$ cat config.mk
export PLATFORM = sky130hd
export DESIGN_NAME = gai_ctrl
export DESIGN_NICKNAME = d
export VERILOG_FILES = /design/src/rtl/gai_pkg.sv /design/src/rtl/gai_ctrl.sv
export SDC_FILE = /design/constraint.sdc
export NUM_CORES = 1
export LEC_CHECK = 0
export ABC_AREA = 1
export BUFFER_PORTS_ARGS = -buffer_cell sky130_fd_sc_hd__buf_2
export CAP_MARGIN = 10
export CORE_AREA = 8 8 45 47
export DETAILED_ROUTE_END_ITERATION = 7
export DIE_AREA = 0 0 53 55
export SLEW_MARGIN = 20
export SYNTH_ARGS = -nofsm -noshare
export SYNTH_HDL_FRONTEND = slang
export SYNTH_SLANG_ARGS = --single-unit
$ cat constraint.sdc
create_clock -name clock -period 0.8 [get_ports clock]
set_input_delay 0.04 -clock clock [delete_from_list [all_inputs] [get_ports clock]]
set_output_delay 0.04 -clock clock [all_outputs]
set_load 0.05 [all_outputs]
$ cat src/rtl/gai_pkg.sv
`timescale 1ns / 1ps
// gai_pkg: shared constants, codes and types of the gyro angle integrator.
// Used by gai_ctrl, gai_datapath and gyro_angle_integrator; depends on nothing.
package gai_pkg;

   // Calibration length and accumulator width
   localparam int CAL_SAMPLES = 100;
   localparam int ACC_WIDTH   = 40;

   // Field widths
   localparam int RATE_W      = 16;
   localparam int GAIN_W      = 24;
   localparam int WEIGHT_W    = 9;
   localparam int LIMIT_W     = 15;
   localparam int ANGLE_W     = 32;
   localparam int FRAC_W      = 16;
   localparam int KIND_W      = 2;
   localparam int CAL_ACC_W   = 24;
   localparam int CAL_CNT_W   = 7;

   // Fixed-point scaling
   localparam int INC_SHIFT   = 8;
   localparam int BLEND_SHIFT = 8;
   localparam logic [WEIGHT_W-1:0] WEIGHT_ONE = WEIGHT_W'(1 << BLEND_SHIFT);

   // Stream and register port widths
   localparam int REQ_DATA_W  = 40;
   localparam int RSP_DATA_W  = 104;
   localparam int CSR_ADDR_W  = 5;
   localparam int CSR_DATA_W  = 32;

   // Register reset values
   localparam logic [GAIN_W-1:0]   RATE_GAIN_RST      = 24'd5872;
   localparam logic [WEIGHT_W-1:0] YAW_BLEND_RST      = 9'd205;
   localparam logic [WEIGHT_W-1:0] PITCH_BLEND_RST    = 9'd179;
   localparam logic [LIMIT_W-1:0]  YAW_LIMIT_RST      = 15'd360;
   localparam logic [LIMIT_W-1:0]  PITCH_LIMIT_RST    = 15'd40;
   localparam logic [LIMIT_W-1:0]  RAMP_THRESHOLD_RST = 15'd5;

   typedef enum logic [KIND_W-1:0] {
      KIND_SAMPLE    = 2'd0,
      KIND_CAL       = 2'd1,
      KIND_CLR_YAW   = 2'd2,
      KIND_CLR_PITCH = 2'd3
   } kind_type;

   typedef enum logic [2:0] {
      REG_RATE_GAIN      = 3'd0,
      REG_YAW_BLEND      = 3'd1,
      REG_PITCH_BLEND    = 3'd2,
      REG_YAW_LIMIT      = 3'd3,
      REG_PITCH_LIMIT    = 3'd4,
      REG_RAMP_THRESHOLD = 3'd5
   } reg_addr_type;

   typedef enum logic [2:0] {
      ST_IDLE,
      ST_MUL,
      ST_UPD,
      ST_DIV,
      ST_BIAS,
      ST_BLEND,
      ST_SUM,
      ST_OUT
   } state_type;

   typedef struct packed {
      logic [GAIN_W-1:0]   rate_gain;
      logic [WEIGHT_W-1:0] yaw_blend;
      logic [WEIGHT_W-1:0] pitch_blend;
      logic [LIMIT_W-1:0]  yaw_limit;
      logic [LIMIT_W-1:0]  pitch_limit;
      logic [LIMIT_W-1:0]  ramp_threshold;
   } cfg_type;

   // Controller to datapath: one step enable per cycle
   typedef struct packed {
      logic load;
      logic mul;
      logic upd;
      logic div;
      logic bias;
      logic blend;
      logic sum;
      logic out;
   } cmd_type;

   // Datapath to controller
   typedef struct packed {
      logic cal_done;
      logic out_free;
   } status_type;

endpackage

$ cat src/rtl/gai_ctrl.sv
`timescale 1ns / 1ps
// gai_ctrl: sequencer that steps one request through the datapath.
// Depends on gai_pkg.
module gai_ctrl
   import gai_pkg::*;
(
   input  logic       clock,
   input  logic       reset,
   input  logic       in_valid,
   output logic       in_ready,
   input  status_type status,
   output cmd_type    cmd
);

   state_type state_ff;
   state_type state_in;

   always_ff @(posedge clock) begin
      if (reset) begin
         state_ff <= ST_IDLE;
      end else begin
         state_ff <= state_in;
      end
   end

   always_comb begin
      state_in = state_ff;
      unique case (state_ff)
         ST_IDLE: begin
            if (in_valid) state_in = ST_MUL;
         end
         ST_MUL:   state_in = ST_UPD;
         ST_UPD: begin
            state_in = status.cal_done ? ST_DIV : ST_BLEND;
         end
         ST_DIV:   state_in = ST_BIAS;
         ST_BIAS:  state_in = ST_BLEND;
         ST_BLEND: state_in = ST_SUM;
         ST_SUM:   state_in = ST_OUT;
         ST_OUT: begin
            if (status.out_free) state_in = ST_IDLE;
         end
         default:  state_in = ST_IDLE;
      endcase
   end

   always_comb begin
      cmd      = '0;
      in_ready = 1'b0;
      unique case (state_ff)
         ST_IDLE: begin
            in_ready = 1'b1;
            cmd.load = in_valid;
         end
         ST_MUL:   cmd.mul   = 1'b1;
         ST_UPD:   cmd.upd   = 1'b1;
         ST_DIV:   cmd.div   = 1'b1;
         ST_BIAS:  cmd.bias  = 1'b1;
         ST_BLEND: cmd.blend = 1'b1;
         ST_SUM:   cmd.sum   = 1'b1;
         ST_OUT:   cmd.out   = status.out_free;
         default:  cmd       = '0;
      endcase
   end

   a_one_at_a_time: assert property (@(posedge clock) disable iff (reset)
      in_valid && in_ready |=> !in_ready)
      else $error("request taken while another is in progress");

   a_hold_result: assert property (@(posedge clock) disable iff (reset)
      (state_ff == ST_OUT) && !status.out_free |=> state_ff == ST_OUT)
      else $error("result step left while output slot still full");

   a_single_step: assert property (@(posedge clock) disable iff (reset)
      $onehot0(cmd))
      else $error("more than one datapath step enabled");

endmodule

# Yosys cells after proc, flatten, opt, wreduce, memory -nomap -nowiden
# Cells that the tools add are included.
[classes] eq_ne=9 muxes=13 reduce_logical=2
[op_table] cell="3-bit one-hot mux with 8 select lines" count=1
[op_table] cell="3-bit == test, second input constant" count=4
[op_table] cell="1-bit 2-to-1 mux" count=9
[op_table] cell="3-bit 2-to-1 mux" count=3
[op_table] cell="3-bit by 2-bit == test with 1-bit output, second input constant" count=2
[op_table] cell="2-bit != test, second input constant" count=2
[op_table] cell="3-bit by 1-bit == test with 1-bit output, second input constant" count=1
[op_table] cell="3-bit logical NOT" count=1
[op_table] cell="2-bit AND reduction" count=1
[totals] reg_bits=3 input_bits=5 out_inout_bits=9 wordCells=25

# Longest topological paths before layout
# Gate-level depths: netlist (run 1).
[logic_depth] depth_word=3 ltp_mapped=7 ltp_nobuf=6

# Worst setup path after synthesis (run 1)
# Ideal clock, no wire load.
[synth_timing] path_kind="register to output" start="register state_ff[0]" end="output cmd[7] (netlist name)" arrival_time_ns=1.979 t_required_ns=0.760 slack_ns=-1.219 stages_incl_launch_ff=3 path_buffers=1 path_cell_list="dfxtp_1 -> buf_6 -> nor4_1"
[synth_lines] item="start: declaration" line="gai_ctrl.sv:15" source="state_type state_ff;"
[synth_lines] item="start signal: assignment" line="gai_ctrl.sv:22" source="state_ff <= state_in;"
[synth_lines] item="end: declaration" line="gai_ctrl.sv:12" source="output cmd_type cmd"

==> results of run 1 <==
==> worst min-delay path by stage <==
stage | to | startpoint | slack (ns) | cells after the start
2_1_floorplan | state_ff[2]$_SDFFE_PP0P_ | reset | 0.20 | 3
3_3_place_gp | state_ff[0]$_SDFFE_PP0P_ | reset | 0.31 | 4
3_5_place_dp | state_ff[1]$_SDFFE_PP0P_ | reset | 0.31 | 4
4_1_cts | state_ff[1]$_SDFFE_PP0P_ | reset | 0.04 | 4
5_1_grt | state_ff[1]$_SDFFE_PP0P_ | reset | 0.04 | 4
6_report | state_ff[1]$_SDFFE_PP0P_ | reset | 0.05 | 4
==> where the power goes <==
part / switching (µW) / internal (µW) / total, µW
Clock: 83.3 / 187 / 271
Combinational: 351 / 296 / 648
Sequential: 36.3 / 170 / 206
==> layout make-up <==
| class | count | area [µm²] |
|---|---|---|
| fill | 125 | 720.7 |
| tap | 16 | 20.02 |
| timing repair buffer | 25 | 261.5 |
| clock buffer | 4 | 26.28 |
| sequential | 3 | 68.82 |
| inverter | 10 | 45.04 |
| multi-input combinational | 27 | 241.5 |
==> worst register-to-register path, cell delays in order (launching register included) <==
cell and delay (ns):
dfxtp_2 0.33, buf_6 0.13, nor3_4 0.20, buf_4 0.14, nand2_2 0.04, nand2_1 0.05
nor2_1 0.03
==> what timing repair did <==
action,4_1_cts,5_1_grt
setup endpoints to repair,12,12
resized for setup,38,5
pin swaps,6,8
hold endpoints to repair,0,0
setup buffers,5,2
==> per-layer routing <==
| layer | global-route usage, % | vias up | wire length (µm) |
|---|---|---|---|
| li1 | - | 184 | - |
| met1 | 7.739 | 161 | 353 |
| met2 | 11.72 | 8 | 467 |
| met3 | 4.278 | 0 | 57 |
| met4 | 5.172 | 0 | 0 |
| met5 | 0 | - | 0 |
==> metrics by stage <==
stage	total power, µW	area (µm²)	setup WS [ns]	hold WS (ns)
global route	1214	663.1	-0.4604	0.03582
finish	1125	663.1	-0.3929	0.05157
floorplan	555.0	340.3	-0.4245	0.2049
global placement	642.3	444.2	-0.2718	0.3050
detailed placement	643.1	444.2	-0.2869	0.3095
CTS	1098	625.6	-0.4022	0.03771
==> kinds of logic after synthesis <==
kind of cell	after synthesis
DFF	3
and+or+nand+nor	26
buffers and inverters	13
AOI/OAI and AO/OA	1
==> cell usage in the layout, fill, tap and decap left out, types with 2 or more instances in the layout <==
| cell | count |
|---|---|
| buf_2 | 4 |
| nor2_4 | 7 |
| buf_6 | 15 |
| inv_1 | 7 |
| nor3_4 | 2 |
| dfxtp_4 | 2 |
| clkbuf_4 | 3 |
| nand3_2 | 2 |
| buf_4 | 3 |
| buf_8 | 2 |
| nand2_1 | 8 |
==> flow_summary.toml, run 1 <==
[cells_and_area]
area_growth_pct = 147.7
final_cells = 85
reg_top3 = "state_ff: 3 flops"
regMostFlops = "state_ff"
drive_gt1_share_pct = 71.01
diodes = 0
finalCoreUtilization_pct = 47.92
nets = 75
largest_reg_flops = 3

[grt]
grt_use_total_pct = 7.591
grt_max_degree = 7
grt_pass1_wl_mm = 1.566
grt_antenna_before_repair = 0
gr-total-overflow = 0
grt_pass1_vias = 371

[route]
first_iter_violations = 0
ant_nets = 0
drt_pre_antenna_iters = 1
vias = 353
wl_per_cell_um = 10.34
routed_wl_um = 879
drc = 0
viasPerCell = 4.153

[floorplan]
design.die.area_um2 = 2915
coreArea_um2 = 1384
die-width_um = 53
rows = 14
io_pins = 14
start_util_pct = 19.35
dieHeight_um = 55

[setup_path]
path_max_fanout = 3
critPathCaptureType = "primary output"
path_buf_inv = 2
worst_ep_required_time_ns = 0.76
cp_num_cells = 3
critPathTopFamily = "flip-flops"
cp-startpoint = "state_ff[0]$_SDFFE_PP0P_"
slowest_stage = "dfxtp_2"
critPathCapture = "cmd[7]"
worstReg2RegStart = "state_ff[0]$_SDFFE_PP0P_"
worstPathArrival_ns = 1.15
reg2regPathDepth = 6
max_stage_delay_ns = 0.33
worstPathCellList = "buf_6, nor4_4, buf_6"
r2r_slack_ns = -0.22
crit_type = "reg -> out"
cpMostUsedCell = "buf_6"
setup.worst_path.start_class = "flop"
r2r_end = "state_ff[0]$_SDFFE_PP0P_"

[placement]
gp_congestion = 0.7549
dp.cells = 76
port_buffers = 13
place_hpwl_um = 625.6

[logic_synthesis]
syn_avg_cell_area_um2 = 6.227
synth_compound_area_share_pct = 2.336
synth_edf_count = 0
synthSimpleGateAreaFrac_pct = 47.66
yosysUniqueCellTypes = 14
syn_area_um2 = 267.8
synthMuxAreaShare_pct = 0
yosysSeqAreaShare_pct = 22.43
synth_top_family_by_area = "simple AND/OR/NAND/NOR gates"
yosys.area.top_type = "dfxtp_1"
yosys_warnings = 0
synthArstFlopShare_pct = 0
synthAdderAreaFrac_pct = 0
synth_top_flop_cell = "dfxtp_1"
synth_xor_area_share_pct = 0
ys_ff_latch = 3
synth_most_common_cell = "nand2_1"
synth_commonest_cells = "nand2_1, inv_1, nor2_1"
synthTopCellsByArea = "dfxtp_1, nand2_1, buf_6, inv_1, nor2_1"
synth_nets = 48
synth_top_area_share_pct = 22.43
synthCells = 43

[sta]
max_freq_mhz = 838.3
worst_slack_ns = -0.3929
finalHoldViolCount = 0
setup_tns_ns = -3.555
period_minus_slack_ns = 1.193
fin_crit_sh_pct = 149.1
maxSlewViolCount = 0
finalSetupViolations = 12
fin_skew_ns = 0.0001872
rsz0062_at_grt = "yes"
maxSlewHeadroom_pct = 86.20
tightest_slew_ns = 0.2055

[run_status]
violations = "setup timing"
status = "finished, violations left"

[cts]
insertion_delay_ns = 0.23
root_buffer = "clkbuf_4"
clk_pin_slew_ns = 0.04
hold_buffers = 0
cts_max_level = 1
cts_buffer_depth = 2
cts_buffers = 3
cts_tree = "done"
cts_sinks = 3

[run]
maxCapViolCount = 0

[power]
peakVddDrop_uv = 631.8
power_density_nw_per_um2 = 1696
power_leakage_uw = 0.0003243

[min_path]
hp-class = "in -> reg"
Note: power is estimated with default switching activity, not from simulation.
==> inputs of run 2 (changes only) <==
- BUFFER_PORTS_ARGS: -buffer_cell sky130_fd_sc_hd__buf_2 -> unset
- DONT_BUFFER_PORTS: unset -> 1
==> run 2 against run 1 <==
Effect of this change: non-clock buffer count decreased by 2; the run still ends with setup timing left; clock skew rose by 0.0026 ns; die area is the same.
==> flow_summary.toml, run 2 (synthesized netlist as in run 1, its figures left out) <==
[cells_and_area]
final_cell_mix = "nand2_1, buf_4"
layout_commonest_cell = "nand2_1"
regMostFlops = "state_ff"
final_cells = 83
drive_gt1_share_pct = 64.18
multi_input_area_um2 = 227.7
area_growth_pct = 151.9
nets = 73
fill_cells = 134
diodes = 0
largest_reg_flops = 3
reg_top3 = "state_ff: 3 flops"
regArea_um2 = 68.82

[run]
maxCapViolCount = 0

[run_status]
violations = "setup timing"
status = "finished, violations left"

[power]
power_density_nw_per_um2 = 1646
p_int_uw = 656.8
p_comb_share_pct = 58.4
p_sw_share_pct = 40.84
power.switching_uw = 453.5
peakVddDrop_uv = 844.4
p_seq_share_pct = 17.8
fin_total_pwr_uw = 1110
power_leakage_uw = 0.0003072
clkPwrFrac_pct = 23.9

[grt]
grt_use_total_pct = 7.751
grt_antenna_before_repair = 0
grt_pass1_wl_mm = 1.607
grt_pass1_vias = 396
gr-total-overflow = 0
grt_max_degree = 6

[setup_path]
worstReg2RegStart = "state_ff[1]$_SDFFE_PP0P_"
setup.worst_path.start_class = "flop"
worstPathArrival_ns = 1.16
critPathCaptureType = "primary output"
r2r_end = "state_ff[2]$_SDFFE_PP0P_"
path_max_fanout = 3
worst_ep_required_time_ns = 0.76
r2r_slack_ns = -0.26
crit_type = "reg -> out"
reg2regPathDepth = 6

[cts]
clk_pin_slew_ns = 0.03
cts_buffers = 3
insertion_delay_ns = 0.23
cts_sinks = 3
cts_max_level = 1
root_buffer = "clkbuf_4"
cts_tree = "done"
cts_buffer_depth = 2

[floorplan]
rows = 14
design.die.area_um2 = 2915
start_util_pct = 19.35
coreArea_um2 = 1384
io_pins = 14
die-width_um = 53
dieHeight_um = 55

[sta]
period_minus_slack_ns = 1.199
fin_skew_ns = 0.002769
maxSlewHeadroom_pct = 82.83
rsz0062_at_grt = "yes"
fin_crit_sh_pct = 149.9
whs_ns = 0.09737
max_freq_mhz = 833.7
tightest_slew_ns = 0.2557
maxSlewViolCount = 0
finalHoldViolCount = 0
finalSetupViolations = 12
worst_slack_ns = -0.3994

[placement]
port_buffers = 0
post-place-ws_ns = -0.2300
gp_congestion = 0.7849
dp.cells = 74
place_hpwl_um = 652.5

[min_path]
hp-class = "in -> reg"
min_path_cells = 5
hold_end = "state_ff[2]$_SDFFE_PP0P_"
min-delay-start = "status[1]"

[route]
first_iter_violations = 9
drt_pre_antenna_iters = 4
ant_nets = 0
drc = 0
wl_per_cell_um = 11.13
viasPerCell = 4.096
vias = 340
routed_wl_um = 924
## run 2: worst max-delay path by stage
stage,startpoint,depth (start not counted),to
2_1_floorplan,state_ff[1]$_SDFFE_PP0P_,5,state_ff[0]$_SDFFE_PP0P_
3_3_place_gp,state_ff[0]$_SDFFE_PP0P_,3,cmd[7]
3_5_place_dp,state_ff[1]$_SDFFE_PP0P_,5,state_ff[2]$_SDFFE_PP0P_
4_1_cts,state_ff[2]$_SDFFE_PP0P_,3,cmd[7]
5_1_grt,state_ff[2]$_SDFFE_PP0P_,3,cmd[7]
6_report,state_ff[2]$_SDFFE_PP0P_,3,cmd[7]
## run 2: worst max-delay path, stage by stage, from the launching register on
cell and delay, ns:
dfxtp_2 0.33, buf_6 0.13, nor4_4 0.29, buf_12 0.18
## run 2: per-stage QoR
stage	cell area (µm²)	util, %	setup TNS [ns]
finish	674.4	48.73	-3.578
detailed placement	549.3	39.69	-2.014
global route	674.4	48.73	-4.095
global placement	549.3	39.69	-1.732
CTS	674.4	48.73	-3.578
floorplan	340.3	-	-2.283
## run 2: area by class of cell
cell class,instances,area share [%]
Timing Repair Buffer,23,42.86
Multi-Input combinational cell,27,33.77
Sequential cell,3,10.20
Inverter,10,6.308
Clock buffer,4,3.896
Tap cell,16,2.968
## run 2: power by group through the flow
stage / registers, µW / clock network, µW / logic, µW
floorplan: 175 / 0 / 380
global placement: 188 / 0 / 553
detailed placement: 190 / 0 / 557
CTS: 195 / 274 / 649
global route: 200 / 298 / 684
finish: 197 / 265 / 648
## run 2: layer usage
| metal | share of wire (%) | track usage (%) | vias up |
|---|---|---|---|
| met2 | 60 | 14.45 | 9 |
| met5 | 0 | 0 | - |
| met4 | 1.6 | 6.466 | 0 |
| met1 | 32 | 5.758 | 153 |
| met3 | 6.7 | 4.011 | 2 |
| li1 | - | - | 176 |
## run 2: timing repair
action | 4_1_cts | 5_1_grt
pin swaps | 10 | 0
cloned | 0 | 0
gates resized for setup | 15 | 0
hold buffers | 1 | 0
endpoints found under the hold margin | 3 | 0
setup buffers | 4 | 0
endpoints found under the setup margin | 12 | 12
==> inputs of run 3 (changes only) <==
- CTS_BUF_LIST: unset -> sky130_fd_sc_hd__clkbuf_2
- PLACE_DENSITY: unset -> 0.46
- clock period: 0.8 -> 0.95 ns (I/O delays scaled with it)
==> run 3 against run 2 <==
Effect of this change: the run still ends with setup timing left; critical endpoint unchanged; critical path depth is the same; critical path type unchanged; combinational power is 21% lower; count of clock-buffer cells in the layout unchanged.
==> flow_summary.toml, run 3 (synthesized netlist as in run 1, its figures left out) <==
[run_status]
status = "finished, violations left"
violations = "setup timing"

[route]
drc = 0
routed_wl_um = 739
first_iter_violations = 4
viasPerCell = 4.025
ant_nets = 0
drt_pre_antenna_iters = 3
vias = 322
wl_per_cell_um = 9.238

[sta]
max_freq_mhz = 842.6
maxSlewViolCount = 0
setup_tns_ns = -1.736
fin_skew_ns = 0.002858
maxSlewHeadroom_pct = 82.78
rsz0062_at_grt = "yes"
tightest_slew_ns = 0.2564
period_minus_slack_ns = 1.187
finalSetupViolations = 12
whs_ns = 0.01568
fin_crit_sh_pct = 124.9
worst_slack_ns = -0.2369
finalHoldViolCount = 0

[grt]
gr-total-overflow = 0
grt_antenna_before_repair = 0
grt_max_degree = 6
grt_use_total_pct = 5.783
grt_pass1_vias = 300
grt_pass1_wl_mm = 1.200

[cells_and_area]
regMostFlops = "state_ff"
fill_cells = 134
area_growth_pct = 134.1
final_cell_mix = "nand2_1, buf_6, nor2_4, inv_1, buf_12"
final_cells = 80
reg_top3 = "state_ff: 3 flops"
multi_input_area_um2 = 207.7
drive_gt1_share_pct = 64.06
nets = 70
layout_commonest_cell = "nand2_1"
diodes = 0
largest_reg_flops = 3
regArea_um2 = 68.82
finalCoreUtilization_pct = 45.30

[placement]
port_buffers = 0
gp_congestion = 0.7351
place_hpwl_um = 645.4
dp.cells = 74

[floorplan]
coreArea_um2 = 1384
die-width_um = 53
dieHeight_um = 55
start_util_pct = 19.35
io_pins = 14
rows = 14
design.die.area_um2 = 2915

[cts]
insertion_delay_ns = 0.20
clk_pin_slew_ns = 0.04
hold_buffers = 0
cts_max_level = 1
cts_buffers = 3
root_buffer = "clkbuf_2"
cts_sinks = 3
cts_buffer_depth = 2
cts_tree = "done"

[power]
p_seq_share_pct = 19.2
p_comb_share_pct = 60.6
power.switching_uw = 355.6
peakVddDrop_uv = 723.1
power_density_nw_per_um2 = 1348
p_sw_share_pct = 42.07
power_leakage_uw = 0.0002910
p_int_uw = 489.6
clkPwrFrac_pct = 20.2

[setup_path]
worst_ep_required_time_ns = 0.90
worstPathArrival_ns = 1.14
critPathCaptureType = "primary output"
crit_type = "reg -> out"
setup.worst_path.start_class = "flop"
path_max_fanout = 5

[run]
maxCapViolCount = 0

[min_path]
hp-class = "in -> reg"
-- run 3: cell type report --
cell class              count  area share [%]
flip-flops and latches      3           10.98
well taps                  16           3.194
inverters                  10           6.786
repair buffers             20           42.71
clock buffers               4           3.194
multi-input cells          27           33.13
-- run 3: worst max-delay path, stage by stage, from the launching register on --
cell	delay, ns
dfxtp_2	0.34
buf_6	0.13
nor4_4	0.29
buf_12	0.18
-- run 3: through the flow --
| step | setup slack, ns | total power, µW | cell area [µm²] |
|---|---|---|---|
| final | -0.2369 | 845.2 | 626.9 |
| after global routing | -0.2989 | 901.9 | 626.9 |
| after CTS | -0.2529 | 858.3 | 623.1 |
| after detailed placement | -0.09147 | 619.2 | 536.8 |
| after global placement | -0.07997 | 615.7 | 536.8 |
| after floorplan | -0.2745 | 456.1 | 327.8 |
-- run 3: path summary, 6_finish.rpt --
path                             from                        to  slack [ns]  cells past startpoint
max          state_ff[0]$_SDFFE_PP0P_                    cmd[7]       -0.24                      3
min                             reset  state_ff[1]$_SDFFE_PP0P_        0.02                      3
max reg2reg  state_ff[1]$_SDFFE_PP0P_  state_ff[2]$_SDFFE_PP0P_       -0.06                      6
min reg2reg  state_ff[0]$_SDFFE_PP0P_  state_ff[1]$_SDFFE_PP0P_        0.65                      4
-- run 3: power groups by stage --
stage | clock network [µW] | logic (µW) | registers [µW]
floorplan | 0 | 309 | 148
global placement | 0 | 451 | 164
detailed placement | 0 | 454 | 166
CTS | 182 | 514 | 162
global route | 199 | 538 | 165
finish | 171 | 512 | 163
-- run 3: what timing repair did --
item,CTS,global route
gates resized for setup,16,1
setup endpoints to repair,12,12
pin swaps,5,1
buffers inserted,2,0
hold endpoints to repair,0,0
-- run 3: routing by layer --
metal | global-route usage, % | part of all wire, % | vias up | routed length (µm)
met5 | 0 | 0 | - | 0
met4 | 3.879 | 0 | 0 | 0
met3 | 3.476 | 9.2 | 0 | 68
met2 | 9.375 | 47 | 11 | 349
met1 | 5.446 | 43 | 138 | 321
li1 | - | - | 173 | -
